<file path="config.mk">
export PLATFORM = sky130hd
export DESIGN_NAME = fzaf_gauss
export DESIGN_NICKNAME = d
export VERILOG_FILES = /design/src/sv/assert_macros.svh /design/src/sv/fzaf_pkg.sv /design/src/sv/fzaf_gauss.sv
export SDC_FILE = /design/constraint.sdc
export NUM_CORES = 2
export LEC_CHECK = 0
export BUFFER_PORTS_ARGS = -buffer_cell sky130_fd_sc_hd__buf_2
export CORE_MARGIN = 1
export CORE_UTILIZATION = 60
export CTS_BUF_LIST = sky130_fd_sc_hd__clkbuf_8
export DETAILED_ROUTE_END_ITERATION = 8
export HOLD_SLACK_MARGIN = 0.02
export PLACE_DENSITY_LB_ADDON = 0.08
export SLEW_MARGIN = 20
export SYNTH_ARGS = -nofsm -noshare
export SYNTH_HDL_FRONTEND = slang
export SYNTH_SLANG_ARGS = --single-unit
</file>
<file path="constraint.sdc">
create_clock -name i_clk -period 6.2 [get_ports i_clk]
set_clock_uncertainty 0.15 [all_clocks]
set_input_delay 0.31 -clock i_clk [delete_from_list [all_inputs] [get_ports i_clk]]
set_output_delay 0.31 -clock i_clk [all_outputs]
set_load 0.02 [all_outputs]
</file>
<file path="src/sv/assert_macros.svh">
// Assertion macros included by the top-level RTL file.
`ifndef ASSERT_MACROS_SVH
`define ASSERT_MACROS_SVH
`ifndef NO_ASSERTIONS
`define ASSERT_CLK(label, clk, rst_n, prop, msg) \
    label: assert property (@(posedge clk) disable iff (!(rst_n)) (prop)) else $error(msg);
`define ASSERT_NEVER(label, clk, rst_n, cond, msg) \
    label: assert property (@(posedge clk) disable iff (!(rst_n)) !(cond)) else $error(msg);
`else
`define ASSERT_CLK(label, clk, rst_n, prop, msg)
`define ASSERT_NEVER(label, clk, rst_n, cond, msg)
`endif
`endif

</file>
<file path="src/sv/fzaf_pkg.sv">
// Package with table depth, register codes and the exp and logistic tables.
`timescale 1ns / 1ps
package fzaf_pkg;
    localparam int DEPTH = 256;
    localparam int IDX_W = $clog2(DEPTH);
    localparam logic [63:0] TAB_STEP = (64'd16 << 30) / DEPTH;

    typedef logic [15:0] t_tab [DEPTH];

    typedef enum logic [2:0] {
        REG_EXO_NEG   = 3'd0,
        REG_EXO_POS   = 3'd1,
        REG_EXO_ZERO  = 3'd2,
        REG_HUM_NEG   = 3'd3,
        REG_HUM_POS   = 3'd4,
        REG_SCALES    = 3'd5,
        REG_WEIGHTS   = 3'd6
    } t_reg;

    // Shift-and-subtract quotient, used only while the tables are elaborated.
    function automatic logic [63:0] udiv64(input logic [63:0] num, input logic [63:0] dvs);
        logic [64:0] rem;
        logic [63:0] q;
        rem = '0;
        q   = '0;
        for (int i = 63; i >= 0; i--) begin
            rem = {rem[63:0], num[i]};
            if (rem >= 65'(dvs)) begin
                rem  = rem - 65'(dvs);
                q[i] = 1'b1;
            end
        end
        return q;
    endfunction

    // Builds exp(-t) in Q2.14, or the logistic 1/(1+exp(-t)) when logistic is set.
    function automatic t_tab build_table(input logic logistic);
        logic [63:0]        h;
        logic [63:0]        term;
        logic [63:0]        e;
        logic [63:0]        r;
        logic [63:0]        den;
        logic signed [63:0] sum;
        t_tab               t;
        h    = TAB_STEP;
        term = 64'd1 << 30;
        sum  = 64'sd1 << 30;
        e    = 64'd1 << 30;
        for (int n = 1; n <= 24; n++) begin
            term = udiv64((term * h) >> 30, 64'(n));
            if (n % 2 == 1) sum = sum - $signed(term);
            else            sum = sum + $signed(term);
        end
        r = $unsigned(sum);
        for (int k = 0; k < DEPTH; k++) begin
            den = (64'd1 << 30) + e;
            if (logistic) t[k] = 16'(udiv64((64'd1 << 44) + (den >> 1), den));
            else          t[k] = 16'((e + (64'd1 << 15)) >> 16);
            e = (e * r) >> 30;
        end
        return t;
    endfunction

    localparam t_tab EXP_TAB  = build_table(1'b0);
    localparam t_tab LOGI_TAB = build_table(1'b1);
endpackage

</file>
<file path="src/sv/fzaf_gauss.sv">
// Four-stage Gaussian membership unit: difference, square, width, table lookup.
`timescale 1ns / 1ps
module fzaf_gauss (
    input  logic               i_clk,
    input  logic               i_en,
    input  logic signed [15:0] i_x,
    input  logic [31:0]        i_shape,
    output logic [15:0]        o_g
);
    import fzaf_pkg::*;

    logic signed [16:0] r_d;
    logic [31:0]        r_d2;
    logic [47:0]        r_arg;
    logic signed [33:0] n_sq;
    logic [63:0]        n_idx;

    assign n_sq  = r_d * r_d;
    assign n_idx = (64'(r_arg) * 64'(DEPTH) + (64'd1 << 39)) >> 40;

    always_ff @(posedge i_clk) begin
        if (i_en) begin
            r_d   <= 17'(i_x) - 17'($signed(i_shape[31:16]));
            r_d2  <= n_sq[31:0];
            r_arg <= 48'(r_d2) * 48'(i_shape[15:0]);
            // Arguments past the end of the table give no membership.
            o_g   <= (n_idx >= 64'(DEPTH)) ? 16'd0 : EXP_TAB[n_idx[IDX_W-1:0]];
        end
    end
endmodule

</file>
[After elaboration in Yosys (flattened, before gate mapping)]
Memory sizes are Yosys's and may differ from the RTL's. A register that Yosys moved wholly into a read port is not among the register bits.
Index checks and enable logic that the tools add are counted.
Operators by class
  $add $sub $neg: 2
  multiply operators: 2
  $lt $le $gt $ge: 1
  bitwise gates (word level): 1
Operators with widths (count)
  56-bit by 40-bit adder with 57-bit output, second input constant: 1
  32-bit by 16-bit multiplier with 48-bit output: 1
  17-bit by 17-bit multiplier with 32-bit output: 1
  17-bit by 9-bit greater-or-equal comparator with 1-bit output, second input constant: 1
  16-bit by 16-bit subtractor with 17-bit output: 1
  8-bit NOT with 9-bit output: 1
Word-level totals
  register bits after elaboration: 97
  memory bits (read-only): 4096
  input port bits: 50
  output and inout port bits: 16
  word-level logic and storage cells: 10
  memories kept: 1
Memories
  (name not given): depth 256, bits a word 16, read ports 1, clocked after Yosys merged registers in 1, write ports 0, RTL line fzaf_gauss.sv:27  | o_g <= (n_idx >= 64'(DEPTH)) ? 16'd0 : EXP_TAB[n_idx[IDX_W-1:0]];

[Longest topological paths before layout]
  depth in word-level cells: 2
  gate-level depth with buffers: 25
  gate-level depth less buffers: 24

[Worst setup path after synthesis]
No wires, ideal clock.
  path type: flip-flop to flip-flop
  start point: register r_d[2]
  end point: register r_d2[30] (data pin)
  library setup time: 0.258 ns
  arrival time: 6.014 ns
  data required time: 5.792 ns
  setup slack: -0.222 ns
  cell stages (with the launch flop): 26
  buffers on the path: 2
  clock period less this slack: 6.422 ns
  path through: edfxtp_1 -> clkbuf_1 -> clkbuf_1 -> nand2_1 -> inv_1 -> fa_1 -> fa_1 -> inv_1 -> fa_1 -> inv_1 -> fa_1 -> fa_1 -> inv_1 -> fa_1 -> inv_1 -> ha_1 -> a21o_1 -> a21o_1 -> a21o_1 -> a21oi_1 -> o21ai_0 -> a21oi_1 -> o31ai_1 -> a211o_1 -> a21oi_1 -> xnor2_1
On the way
  longest elaborated chain between the ends: 1
RTL lines
  from (decl): RTL line fzaf_gauss.sv:12  | logic signed [16:0] r_d;
  from (signal assigned): RTL line fzaf_gauss.sv:23  | r_d <= 17'(i_x) - 17'($signed(i_shape[31:16]));
  17-bit by 17-bit multiplier with 32-bit output: RTL line fzaf_gauss.sv:18  | assign n_sq = r_d * r_d;
  net n_sq[30]: RTL line fzaf_gauss.sv:15  | logic signed [33:0] n_sq;
  to (signal assigned): RTL line fzaf_gauss.sv:24  | r_d2 <= n_sq[31:0];
  to (decl): RTL line fzaf_gauss.sv:13  | logic [31:0] r_d2;
The timed path passes the listed nets, and every way through them passes these cells.
A chain may end at the register's enable or synchronous reset.

[Worst setup path after layout]
  start point: register r_d2[8]
  end point: register r_arg[46] (data pin)
On the way
  longest elaborated chain between the ends: 1
RTL lines
  32-bit by 16-bit multiplier with 48-bit output: RTL line fzaf_gauss.sv:25  | r_arg <= 48'(r_d2) * 48'(i_shape[15:0]);
  to (signal assigned): RTL line fzaf_gauss.sv:25
  to (decl): RTL line fzaf_gauss.sv:14  | logic [47:0] r_arg;
Every way passes these cells.

==> flow_summary.json <==
{
  "status": "complete, but fails checks",
  "violations": "negative setup slack",
  "die_height_um": 223,
  "cts_made_buffers": 9,
  "detail_route.first_pass.iterations": 7,
  "synth_top_flop_cell": "edfxtp_1",
  "h-tree-depth": 3,
  "cts_buffer_depth": 2,
  "grtUsageMet3_pct": 3.70,
  "yosysWarnings": 0,
  "clock-sinks": 80,
  "detail-route-antenna-nets": 0,
  "viasPerCell": 5.44,
  "use_met2_pct": 56.6,
  "finalSetupViolCount": 12,
  "worst_setup_path_end_kind": "flip-flop",
  "syn_inst": 3220,
  "max_cap_violations": 0,
  "critPathArrivalTime_ns": 6.51,
  "worst_slew_pin_slew_ns": 0.851,
  "first_iter_violations": 1301,
  "drive_above_1_share_pct": 18.0,
  "fin_crit_ns": 6.46,
  "start_util_pct": 61.1,
  "layout_setup_ws_ns": -0.256,
  "worstSetupPathType": "reg -> reg",
  "die_x_um": 223,
  "wirelength_um": 73600,
  "seq_area_frac_synth_pct": 8.18,
  "grt_pass1_wl_um": 122000,
  "grt.met1_usage_pct": 38.1,
  "place_ws_ns": -0.582,
  "rsz0062_at_grt": "true",
  "grt_busiest_layer": "met2",
  "dieArea_um2": 49800,
  "grt_max_degree": 63,
  "vias": 22465,
  "synth-async-reset-ratio_pct": 0,
  "dp_hpwl_um": 60800,
  "min_path_type": "in -> reg",
  "nets": 4457,
  "synth_seq_cells": 80,
  "root_buffer": "clkbuf_8",
  "tns_ns": -1.36,
  "grt_pass1_vias": 25006,
  "clock_latency_ns": 0.45,
  "clkTransAtPathRegs_ns": 0.10,
  "yosysTopAreaCell": "fa_1",
  "worstPathMaxFanout": 6,
  "gpl.final_weighted_congestion": 0.960,
  "synth_edf_count": 80,
  "hold_viol_final": 0,
  "fmax_ghz": 0.155,
  "maxSlewHeadroom_pct": 43.3,
  "synth_area_um2": 29400,
  "cp-start-kind": "flip-flop",
  "antenna_found_initial": 1,
  "cts_tree": "yes",
  "syn2layout_area_growth_pct": 15.7,
  "grt_overflow": 0,
  "netlist_top_cells_area": "fa_1, inv_1, ha_1",
  "crit_required_ns": 6.26,
  "io_buffers": 64,
  "layout_worst_path_cycle_share_pct": 104,
  "route.detailed.drc": 0,
  "synth_cell_types": 72,
  "io_pins": 66,
  "num_rows": 80,
  "syn_avg_cell_area_um2": 9.12,
  "track_usage_pct": 31.2,
  "wl_per_cell_um": 17.8,
  "synth_top_area_share_pct": 45.6,
  "slew_violations": 0,
  "final_util_pct": 70.7,
  "coreArea_um2": 48000,
  "final_area_um2": 34000,
  "dpl_cell_area_um2": 32400
}
==> critical path, cell delays in order (launching register included) <==
cell      delay (ns)
edfxtp_1        0.43
buf_6           0.16
buf_6           0.13
and2_4          0.15
fa_1            0.52
inv_2           0.05
fa_2            0.54
fa_1            0.41
inv_1           0.08
fa_1            0.45
fa_1            0.54
inv_1           0.06
fa_1            0.47
inv_1           0.04
ha_1            0.25
o21a_1          0.21
o211a_4         0.25
nand3_2         0.07
nand4_1         0.18
a211oi_4        0.33
o31a_1          0.24
a21oi_2         0.08
a21o_2          0.24
a21oi_2         0.13
xnor2_1         0.07
==> per-stage QoR <==
step                      cells  hold slack [ns]
after floorplan            3226            0.272
after global placement     4049            0.551
after detailed placement   4049            0.561
after CTS                  4104           0.0539
after global routing       4128            0.108
final                      4129           0.0905
==> path summary, 6_finish.rpt <==
check | endpoint | cells after the start | slack, ns | start
setup / recovery | r_arg[46] | 24 | -0.26 | r_d2[8]
setup reg to reg | r_arg[46] | 24 | -0.26 | r_d2[8]
hold / removal | r_d[0] | 3 | 0.09 | i_shape[16]
hold reg to reg | o_g[1] | 3 | 0.61 | r_arg[41]
==> cells by family (layout without fill, tap and decap cells) <==
| kind of cell | after synthesis | in the layout | synth area share (%) |
|---|---|---|---|
| XOR/XNOR | 79 | 79 | 2.43 |
| multiplexers | 5 | 5 | 0.264 |
| AND/OR/NAND/NOR | 920 | 920 | 15.0 |
| adder cells (fa/ha/maj) | 899 | 899 | 55.4 |
| other | 2 | 9 | 0.0256 |
| buffers and inverters | 930 | 1217 | 12.0 |
| flip-flops | 80 | 80 | 8.18 |
| AO/OA/AOI/OAI | 305 | 305 | 6.70 |
==> state kept, by name, summed over array words and instances, names as in the netlist <==
name	flops
r_d2	31
r_arg	17
r_d	17
o_g	15
==> cells in the mapped netlist (all sizes together) (5+ instances only) <==
cell      n
nand2   424
o21bai    5
xnor2    62
o211ai   11
a21o     24
a221oi    8
edfxtp   80
nand4     5
clkbuf  125
o22ai     5
o31a      5
a211oi   24
o311ai    7
buf      18
nor2    108
nor3     29
o21ai    62
a31oi    11
a22oi     6
and2    277
a21boi    6
inv     786
nand3    30
o21a      6
a21oi    97
or3       7
xor2     17
nand2b   14
nor2b     9
ha      230
fa      669
==> placed cells by master, fill, tap and decap left out, drive strengths merged, types with 17 or more instances in the layout <==
master,netlist,final
nand2,424,424
nor2,108,108
fa,669,669
nor3,29,29
a21oi,97,97
ha,230,230
edfxtp,80,80
buf,18,414
o21ai,62,62
a211oi,24,24
a21o,24,24
inv,786,789
nand3,30,30
and2,277,277
xor2,17,17
xnor2,62,62
==> area by class of cell <==
cell class / count / area, um^2
Timing Repair Buffer: 414 / 3340
Fill cell: 3716 / 14100
Sequential cell: 80 / 2400
Tap cell: 615 / 769
Clock buffer: 9 / 124
Inverter: 787 / 2960
Clock inverter: 7 / 77.6
Antenna cell: 1 / 2.50
Multi-Input combinational cell: 2216 / 24300
==> per-layer routing <==
metal,wire [um],vias to the layer above
met3,3420,166
li1,-,10203
met4,2260,2
met5,13,-
met1,29300,11410
met2,38600,684
==> timing repair <==
| item | CTS | global route |
|---|---|---|
| setup buffers | 45 | 25 |
| hold buffers | 0 | 0 |
| cloned | 1 | 1 |
| gates resized for setup | 109 | 134 |
| endpoints found under the setup margin | 21 | 28 |
| pin swaps | 97 | 99 |
Power is not shown: default switching activity piles up to over one toggle a cycle in this logic, so the estimate is an artifact.
