`src/sv/assert_macros.svh`:
```
// Assertion macros included by the top-level RTL file.
`ifndef ASSERT_MACROS_SVH
`define ASSERT_MACROS_SVH
`ifndef NO_ASSERTIONS
`define ASSERT_CLK(label, clk, rst_n, prop, msg) \
    label: assert property (@(posedge clk) disable iff (!(rst_n)) (prop)) else $error(msg);
`define ASSERT_NEVER(label, clk, rst_n, cond, msg) \
    label: assert property (@(posedge clk) disable iff (!(rst_n)) !(cond)) else $error(msg);
`else
`define ASSERT_CLK(label, clk, rst_n, prop, msg)
`define ASSERT_NEVER(label, clk, rst_n, cond, msg)
`endif
`endif

```
`src/sv/fzaf_pkg.sv`:
```
// Package with table depth, register codes and the exp and logistic tables.
`timescale 1ns / 1ps
package fzaf_pkg;
    localparam int DEPTH = 256;
    localparam int IDX_W = $clog2(DEPTH);
    localparam logic [63:0] TAB_STEP = (64'd16 << 30) / DEPTH;

    typedef logic [15:0] t_tab [DEPTH];

    typedef enum logic [2:0] {
        REG_EXO_NEG   = 3'd0,
        REG_EXO_POS   = 3'd1,
        REG_EXO_ZERO  = 3'd2,
        REG_HUM_NEG   = 3'd3,
        REG_HUM_POS   = 3'd4,
        REG_SCALES    = 3'd5,
        REG_WEIGHTS   = 3'd6
    } t_reg;

    // Shift-and-subtract quotient, used only while the tables are elaborated.
    function automatic logic [63:0] udiv64(input logic [63:0] num, input logic [63:0] dvs);
        logic [64:0] rem;
        logic [63:0] q;
        rem = '0;
        q   = '0;
        for (int i = 63; i >= 0; i--) begin
            rem = {rem[63:0], num[i]};
            if (rem >= 65'(dvs)) begin
                rem  = rem - 65'(dvs);
                q[i] = 1'b1;
            end
        end
        return q;
    endfunction

    // Builds exp(-t) in Q2.14, or the logistic 1/(1+exp(-t)) when logistic is set.
    function automatic t_tab build_table(input logic logistic);
        logic [63:0]        h;
        logic [63:0]        term;
        logic [63:0]        e;
        logic [63:0]        r;
        logic [63:0]        den;
        logic signed [63:0] sum;
        t_tab               t;
        h    = TAB_STEP;
        term = 64'd1 << 30;
        sum  = 64'sd1 << 30;
        e    = 64'd1 << 30;
        for (int n = 1; n <= 24; n++) begin
            term = udiv64((term * h) >> 30, 64'(n));
            if (n % 2 == 1) sum = sum - $signed(term);
            else            sum = sum + $signed(term);
        end
        r = $unsigned(sum);
        for (int k = 0; k < DEPTH; k++) begin
            den = (64'd1 << 30) + e;
            if (logistic) t[k] = 16'(udiv64((64'd1 << 44) + (den >> 1), den));
            else          t[k] = 16'((e + (64'd1 << 15)) >> 16);
            e = (e * r) >> 30;
        end
        return t;
    endfunction

    localparam t_tab EXP_TAB  = build_table(1'b0);
    localparam t_tab LOGI_TAB = build_table(1'b1);
endpackage

```
`src/sv/fzaf_sigm.sv`:
```
// Four-stage sigmoid membership unit: difference, slope, magnitude, table lookup.
`timescale 1ns / 1ps
module fzaf_sigm (
    input  logic               i_clk,
    input  logic               i_en,
    input  logic signed [15:0] i_x,
    input  logic [31:0]        i_shape,
    output logic [15:0]        o_s
);
    import fzaf_pkg::*;

    logic signed [16:0] r_dt;
    logic signed [32:0] r_z;
    logic [32:0]        r_mag;
    logic               r_neg;
    logic [63:0]        n_idx;
    logic [15:0]        n_l;

    assign n_idx = (64'(r_mag) * 64'(DEPTH) + (64'd1 << 23)) >> 24;
    assign n_l   = (n_idx >= 64'(DEPTH)) ? 16'd16384 : LOGI_TAB[n_idx[IDX_W-1:0]];

    always_ff @(posedge i_clk) begin
        if (i_en) begin
            r_dt  <= 17'(i_x) - 17'($signed(i_shape[31:16]));
            r_z   <= 33'($signed(i_shape[15:0]) * r_dt);
            r_neg <= r_z[32];
            r_mag <= r_z[32] ? 33'(-r_z) : 33'(r_z);
            o_s   <= r_neg ? 16'(16'd16384 - n_l) : n_l;
        end
    end
endmodule

```
`config.mk`:
```
export PLATFORM = sky130hd
export DESIGN_NAME = fzaf_sigm
export DESIGN_NICKNAME = d
export VERILOG_FILES = /design/src/sv/assert_macros.svh /design/src/sv/fzaf_pkg.sv /design/src/sv/fzaf_sigm.sv
export SDC_FILE = /design/constraint.sdc
export NUM_CORES = 1
export LEC_CHECK = 0
export BUFFER_PORTS_ARGS = -buffer_cell sky130_fd_sc_hd__buf_2
export CORE_MARGIN = 8
export CORE_UTILIZATION = 65
export DETAILED_ROUTE_END_ITERATION = 10
export PLACE_DENSITY = 0.93
export SLEW_MARGIN = 25
export SYNTH_ARGS = -nofsm -noshare
export SYNTH_HDL_FRONTEND = slang
export SYNTH_SLANG_ARGS = --single-unit
```
`constraint.sdc`:
```
create_clock -name i_clk -period 18.84 [get_ports i_clk]
set_input_delay 0.942 -clock i_clk [delete_from_list [all_inputs] [get_ports i_clk]]
set_output_delay 0.942 -clock i_clk [all_outputs]
set_load 0.01 [all_outputs]
```
* Yosys cells after proc, flatten, opt, wreduce, memory -nomap -nowiden
Memories as Yosys holds them, arrays and structs flattened.
Index checks and enable logic that the tools add are counted.
** Storage, ports and cells
- Latch bits :: 0
- Input bits :: 50
- RAM bits :: 0
- Output and inout port bits :: 16
- Bits in registers :: 100
- Memories kept :: 1
- Memory bits (read-only) :: 4096
** Memories
- (name not given) :: depth 256, bits a word 16, rd ports 1, clocked after memory_dff 0, write ports 0, RTL line fzaf_sigm.sv:20 : assign n_l = (n_idx >= 64'(DEPTH)) ? 16'd16384 : LOGI_TAB[n_idx[IDX_W-1:0]];
** Cells by class
- Shifts and indexed selects :: 0
- Multiply operators :: 1
- $lt $le $gt $ge :: 2
- Mux-type cells :: 5
- Eq/ne operators :: 0
- Div/mod/pow operators :: 0
- Reductions and logical operators :: 0
- Add/subtract/negate cells :: 4
- Bitwise logic cells :: 1
** Operator list (count)
- two-way mux 16 bit :: 4
- adder 41 x 24 -> 42 bit, second input constant :: 1
- multiplier 16 x 17 -> 33 bit :: 1
- negation 33 bit :: 1
- two-way mux 32 bit :: 1
- >= comparator 18 x 9 -> 1 bit, second input constant :: 1
- subtractor 16 x 16 -> 17 bit :: 1
- subtractor 15 x 16 -> 16 bit, first input constant :: 1
- >= comparator 9 bit, second input constant :: 1
- NOT 8 -> 9 bit :: 1

* Depth between registers and ports, before layout
Gate-level depths: netlist of run 1.
- Word-level depth :: 8
- Depth in mapped cells :: 25
- Gate-level depth less buffers :: 24

* Least setup slack after synthesis of run 1
OpenSTA, ideal clock, no wires.
- Kind :: input-to-reg
- Start point :: input port i_shape[7]
- End point :: register r_z[31] (data pin)
- Arrival time :: 6.474 ns
- Stages on the path :: 21
- Setup slack :: 12.109 ns
- Setup time :: 0.258 ns
- Path buffers :: 2
- Path through :: clkbuf_1 -> clkbuf_1 -> nand2_1 -> fa_1 -> inv_1 -> fa_1 -> fa_1 -> fa_1 -> fa_1 -> inv_1 -> fa_1 -> inv_1 -> ha_1 -> and3_1 -> a221o_1 -> a21o_1 -> a31oi_1 -> o311ai_0 -> a31o_2 -> a21oi_1 -> xnor2_1
** Between the ends
- Cells in the longest elaborated chain, start to end :: 1
** Ends and longest elaborated chain
- from (decl) :: RTL line fzaf_sigm.sv:7 : input logic [31:0] i_shape,
- multiplier 16 x 17 -> 33 bit :: RTL line fzaf_sigm.sv:25 : r_z <= 33'($signed(i_shape[15:0]) * r_dt);
- to (signal assigned) :: RTL line fzaf_sigm.sv:25
- to (decl) :: RTL line fzaf_sigm.sv:13 : logic signed [32:0] r_z;
No other way between the ends.
A chain may end at the register's enable or synchronous reset.

* Final worst setup path of run 1
- Start point :: register r_dt[5]
- End point :: register r_z[31] (data pin)
** Between the ends
- Cells in the longest elaborated chain, start to end :: 1
** Ends and longest elaborated chain
- from (decl) :: RTL line fzaf_sigm.sv:12 : logic signed [16:0] r_dt;
- from (signal assigned) :: RTL line fzaf_sigm.sv:24 : r_dt <= 17'(i_x) - 17'($signed(i_shape[31:16]));
- multiplier 16 x 17 -> 33 bit :: RTL line fzaf_sigm.sv:25
No other way between the ends.

==> results.sh, run 1 <==
export IMPL_grt_pass1_wl_um=75980
export IMPL_antenna_found_initial=2
export IMPL_post_cts_buffers=0
export IMPL_path_common_cell="fa_1"
export IMPL_final_cells=2268
export IMPL_fin_nets=2364
export IMPL_synth_distinct_cells=102
export IMPL_routed_wl_um=47050
export IMPL_hold_violations=0
export IMPL_core_area_um2=26650
export IMPL_drt_iter0_drc=1761
export IMPL_final_common_cell="inv_1"
export IMPL_die_x_um=179.7
export IMPL_critPathRequiredTime_ns=18.94
export IMPL_hold_ws_ns=0.5731
export IMPL_nFillCells=1792
export IMPL_grt_overflow=0
export IMPL_dpl_hpwl_um=35270
export IMPL_drv_cap=0
export IMPL_outcome="finished clean"
export IMPL_synth_edf_count=85
export IMPL_cts_buffer_depth=2
export IMPL_tns_ns=0
export IMPL_cts_inserted_buffers=9
export IMPL_slowest_delay_ns=0.73
export IMPL_grt_max_degree=64
export IMPL_grt_usage=0.2896
export IMPL_hp_class="reg2reg"
export IMPL_io_pins=66
export IMPL_period_share=0.3925
export IMPL_path_cells="and2_1 -> fa_1 -> inv_1 -> fa_1 -> fa_1 -> inv_1 -> ha_1 -> fa_1 -> inv_1 -> fa_1 -> inv_1 -> ha_1 -> o21ai_0 -> a21oi_1 -> o21ai_0 -> o2111ai_1 -> a31oi_1 -> o311ai_0 -> a31o_2 -> a21oi_1 -> xnor2_1"
export IMPL_worstSetupStartpointType="register"
export IMPL_ant_nets=0
export IMPL_die_y_um=179.7
export IMPL_crit_slowest_cell="edfxtp_1"
export IMPL_synthFlopType="edfxtp_1"
export IMPL_routedWlPerCell_um=20.74
export IMPL_syn_area_per_cell_um2=9.045
export IMPL_via_per_inst=6.335
export IMPL_area_growth_pct=4.252
export IMPL_cts_clk_slew_worst_paths_ns=0.07
export IMPL_dr_pass1_iters=8
export IMPL_port_buffer_count=65
export IMPL_fmax_mhz=135.2
export IMPL_fin_skew_ns=0.008939
export IMPL_layout_common_cells="inv_1 (348), fa_1 (277), nand2_1 (196), and2_1 (142), ha_1 (117)"
export IMPL_layout_min_cycle_time_ns=7.395
export IMPL_num_rows=60
export IMPL_clock_sinks=85
export IMPL_critical_path_arrival_ns=7.50
export IMPL_vias=14370
export IMPL_tightest_slew_ns=1.010
export IMPL_ys_seq_area_frac=0.1465
export IMPL_ys_warn_count=0
export IMPL_post_place_cells=2250
export IMPL_worst_slew_margin_rel=0.3254
export IMPL_cts_tree="yes"
export IMPL_grt_pass1_vias=15310
export IMPL_drv_slew=0
export IMPL_setup_viol=0
export IMPL_hold_buffers=0
export IMPL_ys_ff_latch=85
export IMPL_critPathMaxFanout=16
export IMPL_rsz0062_at_grt="false"
export IMPL_syn_num_nets=2370
export IMPL_cts_root_buf="clkbuf_16"
export IMPL_clk_latency_ns=0.35
export IMPL_gp_congestion=0.9677
export IMPL_drive_gt1_frac=0.07065
export IMPL_synthCells=1926
export IMPL_post_cts_resized=0
export IMPL_drcViolationCount=0
export IMPL_synthArstFlopShare=0
export IMPL_fin_util=0.6815
export IMPL_critical_path_class="reg2reg"
export IMPL_htreeDepth=3
export IMPL_initial_core_util=0.6537
export IMPL_syn_area_um2=17420
export IMPL_endpoint_kind="register"
export IMPL_dieArea_um2=32300
worst max-delay path: cells and delay by family, from the launching register on:
kind | cells | cell delay [ns]
fa+ha+maj | 7 | 3.37
compound gates | 8 | 2.33
flops | 1 | 0.73
simple gates | 1 | 0.34
buf+inv | 4 | 0.24
xor+xnor | 1 | 0.13
metrics by stage:
step	setup slack (ns)	instance area, µm²
6_report	11.44	18160
5_1_grt	11.16	18160
4_1_cts	11.62	18160
3_5_place_dp	11.31	17820
3_3_place_gp	11.58	17820
2_1_floorplan	12.11	17420
sequential cells by signal, summed over array words and instances, names as in the netlist:
signal	cells
r_z	33
r_mag	18
r_dt	17
o_s	16
r_neg	1
cell type report:
cell class	instances	area [µm²]	area share
Multi-Input combinational cell	1399	13130	0.7230
Sequential cell	85	2552	0.1405
Clock buffer	9	225.2	0.01240
Tap cell	341	426.7	0.02349
Clock inverter	7	107.6	0.005925
Inverter	351	1318	0.07255
Timing Repair Buffer	74	395.4	0.02177
Antenna cell	2	5.005	0.0002756
worst paths after layout:
| check | start | to | slack (ns) | cells after the start |
|---|---|---|---|---|
| setup / recovery | r_dt[5] | r_z[31] | 11.44 | 21 |
| hold / removal | r_z[24] | r_mag[24] | 0.57 | 1 |
| setup reg to reg | r_dt[5] | r_z[31] | 11.44 | 21 |
| hold reg to reg | r_z[24] | r_mag[24] | 0.57 | 1 |
layer usage:
layer | up-vias | part of all wire | GRT usage
met3 | 243 | 0.094 | 0.05202
met1 | 6969 | 0.36 | 0.3351
met4 | 0 | 0.058 | 0.1701
met2 | 893 | 0.49 | 0.4997
li1 | 6263 | - | -
met5 | - | 0 | 0
Yosys cell counts, types with 5 or more instances:
| master | instances | area share |
|---|---|---|
| inv_1 | 348 | 0.075 |
| nand2_1 | 196 | 0.042 |
| o211ai_1 | 9 | 0.0039 |
| mux2i_1 | 5 | 0.0029 |
| xnor2_1 | 71 | 0.036 |
| a2111oi_0 | 7 | 0.0035 |
| buf_4 | 7 | 0.0030 |
| clkbuf_1 | 51 | 0.011 |
| a21o_1 | 14 | 0.0060 |
| edfxtp_1 | 85 | 0.15 |
| o22ai_1 | 9 | 0.0032 |
| a211o_1 | 5 | 0.0025 |
| xor2_1 | 11 | 0.0055 |
| nand3_1 | 34 | 0.0098 |
| fa_1 | 277 | 0.32 |
| nand2b_1 | 15 | 0.0054 |
| nor2b_1 | 8 | 0.0029 |
| o31ai_1 | 11 | 0.0047 |
| nand4_1 | 13 | 0.0047 |
| nor3_1 | 22 | 0.0063 |
| or3_1 | 5 | 0.0018 |
| o21ai_0 | 62 | 0.018 |
| and3_1 | 10 | 0.0036 |
| a21oi_1 | 77 | 0.022 |
| ha_1 | 117 | 0.084 |
| a211oi_1 | 16 | 0.0069 |
| and2_1 | 142 | 0.051 |
| o21ai_1 | 12 | 0.0034 |
| a32oi_1 | 5 | 0.0025 |
| nor4_1 | 8 | 0.0029 |
| o21a_1 | 6 | 0.0026 |
| a31oi_1 | 17 | 0.0061 |
| nor2_1 | 92 | 0.020 |
| buf_2 | 27 | 0.0078 |
| a31o_2 | 5 | 0.0025 |
logic make-up after synthesis:
family | Yosys count | synth area share
AO/OA/AOI/OAI | 329 | 0.1300
flip-flops | 85 | 0.1465
multiplexers | 7 | 0.004166
buffers and inverters | 442 | 0.09998
adder cells (fa/ha/maj) | 395 | 0.4029
AND/OR/NAND/NOR | 581 | 0.1693
XOR/XNOR | 86 | 0.04690
other | 1 | 0.0002153
Power of run 1 is left out: the tool's default activity adds up to more than one toggle a clock period on the data nets, which glitch-free logic cannot reach.
==> run 2: changes to the inputs <==
- ABC_AREA: not set -> 1
- clock period: 18.84 -> 7.75 ns (I/O delays scaled with it)
==> results.sh, run 2 <==
export IMPL_outcome="finished clean"
export IMPL_grt_pass1_wl_um=76510
export IMPL_initial_core_util=0.6600
export IMPL_grt_max_degree=72
export IMPL_dieArea_um2=31840
export IMPL_syn_area_per_cell_um2=7.799
export IMPL_reg_top3="r_z x33, r_mag x18, r_dt x17"
export IMPL_cts_inserted_buffers=9
export IMPL_drv_cap=0
export IMPL_via_per_inst=5.804
export IMPL_tns_ns=0
export IMPL_routedWlPerCell_um=18.21
export IMPL_cts_clk_slew_worst_paths_ns=0.08
export IMPL_vias=14710
export IMPL_tightest_slew_ns=0.9807
export IMPL_synth_edf_count=85
export IMPL_antenna_found_initial=0
export IMPL_setup_viol=0
export IMPL_hold_violations=0
export IMPL_post_place_cells=2518
export IMPL_hold_buffers=0
export IMPL_fin_skew_ns=0.01561
export IMPL_dr_pass1_iters=6
export IMPL_ys_seq_area_frac=0.1488
export IMPL_routed_wl_um=46140
export IMPL_ys_ff_latch=85
export IMPL_yosysMostFrequentCell="nand2_1"
export IMPL_port_buffer_count=65
export IMPL_worstSetupStartpointType="register"
export IMPL_endpoint_kind="register"
export IMPL_io_pins=66
export IMPL_synthDominantCellAreaShare=0.3233
export IMPL_hold_ws_ns=0.3810
export IMPL_path_buf_inv=4
export IMPL_largest_reg_flops=33
export IMPL_layout_common_cells="nand2_1 (546), inv_1 (541), fa_1 (277), nand3_1 (123), ha_1 (117)"
export IMPL_syn_area_um2=17150
export IMPL_final_common_cell="nand2_1"
export IMPL_drt_iter0_drc=1603
export IMPL_period_share=0.8706
export IMPL_worst_slew_margin_rel=0.3462
export IMPL_syn_num_nets=2643
export IMPL_slowest_delay_ns=0.87
export IMPL_grt_overflow=0
export IMPL_path_common_cell="fa_1"
export IMPL_die_y_um=178.4
export IMPL_synthFlopType="edfxtp_1"
export IMPL_rr_worst_depth=20
export IMPL_drive_gt1_frac=0.06003
export IMPL_hp_class="in2reg"
export IMPL_yosys_top_cells_count="nand2_1 (546), inv_1 (541), fa_1 (277)"
export IMPL_htreeDepth=3
export IMPL_cpLargestDelayFamily="adder cells"
export IMPL_num_rows=59
export IMPL_hold_path_depth=1
export IMPL_clk_latency_ns=0.37
export IMPL_fmax_mhz=148.2
export IMPL_cp_depth=20
export IMPL_cts_buffer_depth=2
export IMPL_synth_top_cell_by_area="fa_1"
export IMPL_path_cells="nand2_1 -> fa_1 -> fa_1 -> fa_1 -> inv_1 -> fa_1 -> fa_1 -> inv_1 -> fa_1 -> inv_1 -> ha_1 -> a21oi_1 -> inv_1 -> a21oi_1 -> nand2_1 -> a21oi_1 -> nor3_1 -> nor3_1 -> o31ai_1 -> xor2_1"
export IMPL_die_x_um=178.4
export IMPL_crit_slowest_cell="edfxtp_1"
export IMPL_cts_tree="yes"
export IMPL_critPathMaxFanout=16
export IMPL_dpl_hpwl_um=35360
export IMPL_regMostFlops="r_z"
export IMPL_drcViolationCount=0
export IMPL_synth_distinct_cells=46
export IMPL_synthCells=2199
export IMPL_ant_nets=0
export IMPL_critical_path_arrival_ns=6.85
export IMPL_diodes=0
export IMPL_grt_pass1_vias=15880
export IMPL_nFillCells=1879
export IMPL_grt_usage=0.3048
export IMPL_final_cells=2534
export IMPL_layout_min_cycle_time_ns=6.747
export IMPL_fin_util=0.6860
export IMPL_clock_sinks=85
export IMPL_drv_slew=0
export IMPL_post_cts_resized=0
export IMPL_core_area_um2=25980
export IMPL_gp_congestion=1.015
export IMPL_critPathRequiredTime_ns=7.85
export IMPL_synthArstFlopShare=0
export IMPL_ys_warn_count=0
export IMPL_cts_root_buf="clkbuf_16"
export IMPL_fin_nets=2638
export IMPL_post_cts_buffers=0
export IMPL_area_growth_pct=3.939
export IMPL_rsz0062_at_grt="false"
export IMPL_critical_path_class="reg2reg"
export IMPL_synthTopCellsByArea="fa_1 (32%), edfxtp_1 (15%), nand2_1 (12%)"
-- run 2: cell count changes after synthesis, moves of 15 or more --
cell,before,now
buf_2,27,10
nand3_1,34,123
nand2b_1,15,0
nand2_2,3,21
o21ai_0,62,43
inv_1,348,541
xnor2_1,71,31
nor2_1,92,111
a211oi_1,16,1
and2_1,142,0
xor2_1,11,47
nand2_1,196,546
-- run 2: kinds of logic after synthesis --
family | count (synthesis) | synth area share
DFF | 85 | 0.1488
other | 1 | 0.0002187
buffers and inverters | 632 | 0.1421
adders and majority gates | 394 | 0.4087
AOI/OAI and AO/OA | 147 | 0.04808
xor gates and xnor gates | 79 | 0.04078
and+or+nand+nor | 861 | 0.2113
-- run 2: metrics by stage --
| step | cell area (µm²) | setup slack [ns] |
|---|---|---|
| 5_1_grt | 17830 | 0.8466 |
| 2_1_floorplan | 17150 | 1.780 |
| 3_3_place_gp | 17540 | 1.338 |
| 6_report | 17830 | 1.003 |
| 3_5_place_dp | 17540 | 1.217 |
| 4_1_cts | 17830 | 1.211 |
-- run 2: worst reg2reg max path, delay by kind of cell, from the launching register on --
kind            cells  cell delay [ns]
fa+ha+maj           7             3.46
compound gates      4             1.02
flops               1             0.87
simple gates        4             0.74
buf+inv             4             0.24
xor+xnor            1             0.16
-- run 2: final cells by class --
class	count	area [µm²]	area share
Clock buffer	9	225.2	0.01263
Sequential cell	85	2552	0.1432
Clock inverter	7	57.56	0.003229
Tap cell	335	419.2	0.02351
Inverter	547	2053	0.1152
Timing Repair Buffer	69	357.8	0.02007
Multi-Input combinational cell	1482	12160	0.6822
-- run 2: path summary, 6_finish.rpt --
kind | from | endpoint | slack [ns]
min reg2reg | r_z[25] | r_mag[25] | 0.60
max | r_dt[14] | r_z[24] | 1.00
max reg2reg | r_dt[14] | r_z[24] | 1.00
min | i_en | r_dt[6] | 0.38
-- run 2: layer usage --
metal  global-route usage  wire [µm]  up-vias
met5                    0          0        -
met4               0.2105       3436        0
met3              0.07261       4440      296
met2               0.5109      22400      960
met1               0.3396      15870     6903
li1                     -          -     6548
Power of run 2 is left out for the same reason.
==> run 3: changes to the inputs <==
- ABC_AREA: 1 -> not set
==> results.sh, run 3 (synthesized netlist as in run 1, its figures left out) <==
export IMPL_setup_viol=0
export IMPL_clk_latency_ns=0.37
export IMPL_htreeDepth=3
export IMPL_drt_iter0_drc=1459
export IMPL_drcViolationCount=0
export IMPL_grt_usage=0.2980
export IMPL_tightest_slew_ns=1.056
export IMPL_layout_common_cells="inv_1 (348), fa_1 (277), nand2_1 (196), and2_1 (142), ha_1 (117)"
export IMPL_period_share=0.9258
export IMPL_area_growth_pct=4.036
export IMPL_cts_inserted_buffers=9
export IMPL_drv_slew=0
export IMPL_port_buffer_count=65
export IMPL_hp_class="in2reg"
export IMPL_cts_root_buf="clkbuf_16"
export IMPL_dr_pass1_iters=5
export IMPL_cts_buffer_depth=2
export IMPL_grt_pass1_wl_um=77800
export IMPL_grt_use_met2=0.5136
export IMPL_hold_buffers=0
export IMPL_largest_reg_flops=33
export IMPL_via_per_inst=6.386
export IMPL_tns_ns=0
export IMPL_drive_gt1_frac=0.07017
export IMPL_outcome="finished clean"
export IMPL_vias=14470
export IMPL_routed_wl_um=47640
export IMPL_worstSetupStartpointType="register"
export IMPL_multi_input_area_um2=13130
export IMPL_seq_area_um2=2552
export IMPL_critical_path_arrival_ns=7.28
export IMPL_met1_usage=0.3427
export IMPL_final_common_cell="inv_1"
export IMPL_num_rows=60
export IMPL_grt_pass1_vias=15370
export IMPL_hold_violations=0
export IMPL_die_x_um=179.7
export IMPL_drv_cap=0
export IMPL_critPathRequiredTime_ns=7.86
export IMPL_initial_core_util=0.6537
export IMPL_busiest_layer="met2"
export IMPL_fin_skew_ns=0.01171
export IMPL_rr_worst_depth=20
export IMPL_dieArea_um2=32300
export IMPL_critical_path_class="reg2reg"
export IMPL_layout_min_cycle_time_ns=7.175
export IMPL_grt_overflow=0
export IMPL_gp_congestion=1.000
export IMPL_cts_clk_slew_worst_paths_ns=0.08
export IMPL_endpoint_kind="register"
export IMPL_clock_sinks=85
export IMPL_io_pins=66
export IMPL_cts_tree="yes"
export IMPL_worst_slew_margin_rel=0.2899
export IMPL_design_area_um2=18120
export IMPL_critPathMaxFanout=16
export IMPL_grt_use_met3=0.05242
export IMPL_routedWlPerCell_um=21.03
export IMPL_regMostFlops="r_z"
export IMPL_fin_nets=2363
export IMPL_diodes=0
export IMPL_placed_area_um2=17820
export IMPL_core_area_um2=26650
export IMPL_rsz0062_at_grt="false"
export IMPL_grt_max_degree=86
export IMPL_hold_path_depth=3
export IMPL_die_y_um=179.7
export IMPL_nFillCells=1850
export IMPL_fmax_mhz=139.4
export IMPL_reg_top3="r_z x33, r_mag x18, r_dt x17"
export IMPL_ant_nets=0
export IMPL_post_cts_buffers=0
export IMPL_antenna_found_initial=0
export IMPL_post_cts_resized=0
export IMPL_dpl_hpwl_um=36440
## run 3: cell type report
type	count	area share
multi-input combinational	1399	0.7245
sequential	85	0.1408
inverter	351	0.07270
tap	341	0.02354
timing repair buffer	73	0.02161
clock buffer	9	0.01243
clock inverter	7	0.004349
## run 3: worst max-delay path, stage by stage (launching register included)
cell and delay, ns:
edfxtp_1 0.84, nand2_1 0.19, fa_1 0.54, fa_1 0.52, fa_1 0.52, inv_1 0.07
fa_1 0.51, fa_1 0.55, inv_1 0.07, fa_1 0.48, inv_1 0.05, ha_1 0.35
and3_1 0.27, nand4_1 0.13, a211oi_1 0.28, o31ai_1 0.21, a211oi_1 0.77, o21ai_0 0.21
nand2b_1 0.13, a21oi_1 0.08, xnor2_1 0.14
## run 3: through the flow
stage | utilization | cells | setup WS [ns] | hold WS (ns)
floorplan | - | 1926 | 1.573 | 0.5000
global placement | 0.6685 | 2249 | 0.9178 | 0.5471
detailed placement | 0.6685 | 2249 | 0.7645 | 0.5588
CTS | 0.6799 | 2265 | 0.7397 | 0.3982
global route | 0.6800 | 2265 | 0.1504 | 0.4217
finish | 0.6800 | 2265 | 0.5748 | 0.4050
## run 3: layer usage
metal,wire [µm],vias up
met5,0,-
li1,-,6255
met2,23940,844
met4,2870,0
met3,3823,255
met1,17010,7111
## run 3: worst paths after layout
kind	startpoint	endpoint	slack, ns
setup / recovery	r_dt[11]	r_z[24]	0.57
hold / removal	i_shape[16]	r_dt[0]	0.40
setup reg to reg	r_dt[11]	r_z[24]	0.57
hold reg to reg	r_z[25]	r_mag[25]	0.57
Power of run 3 is left out for the same reason.
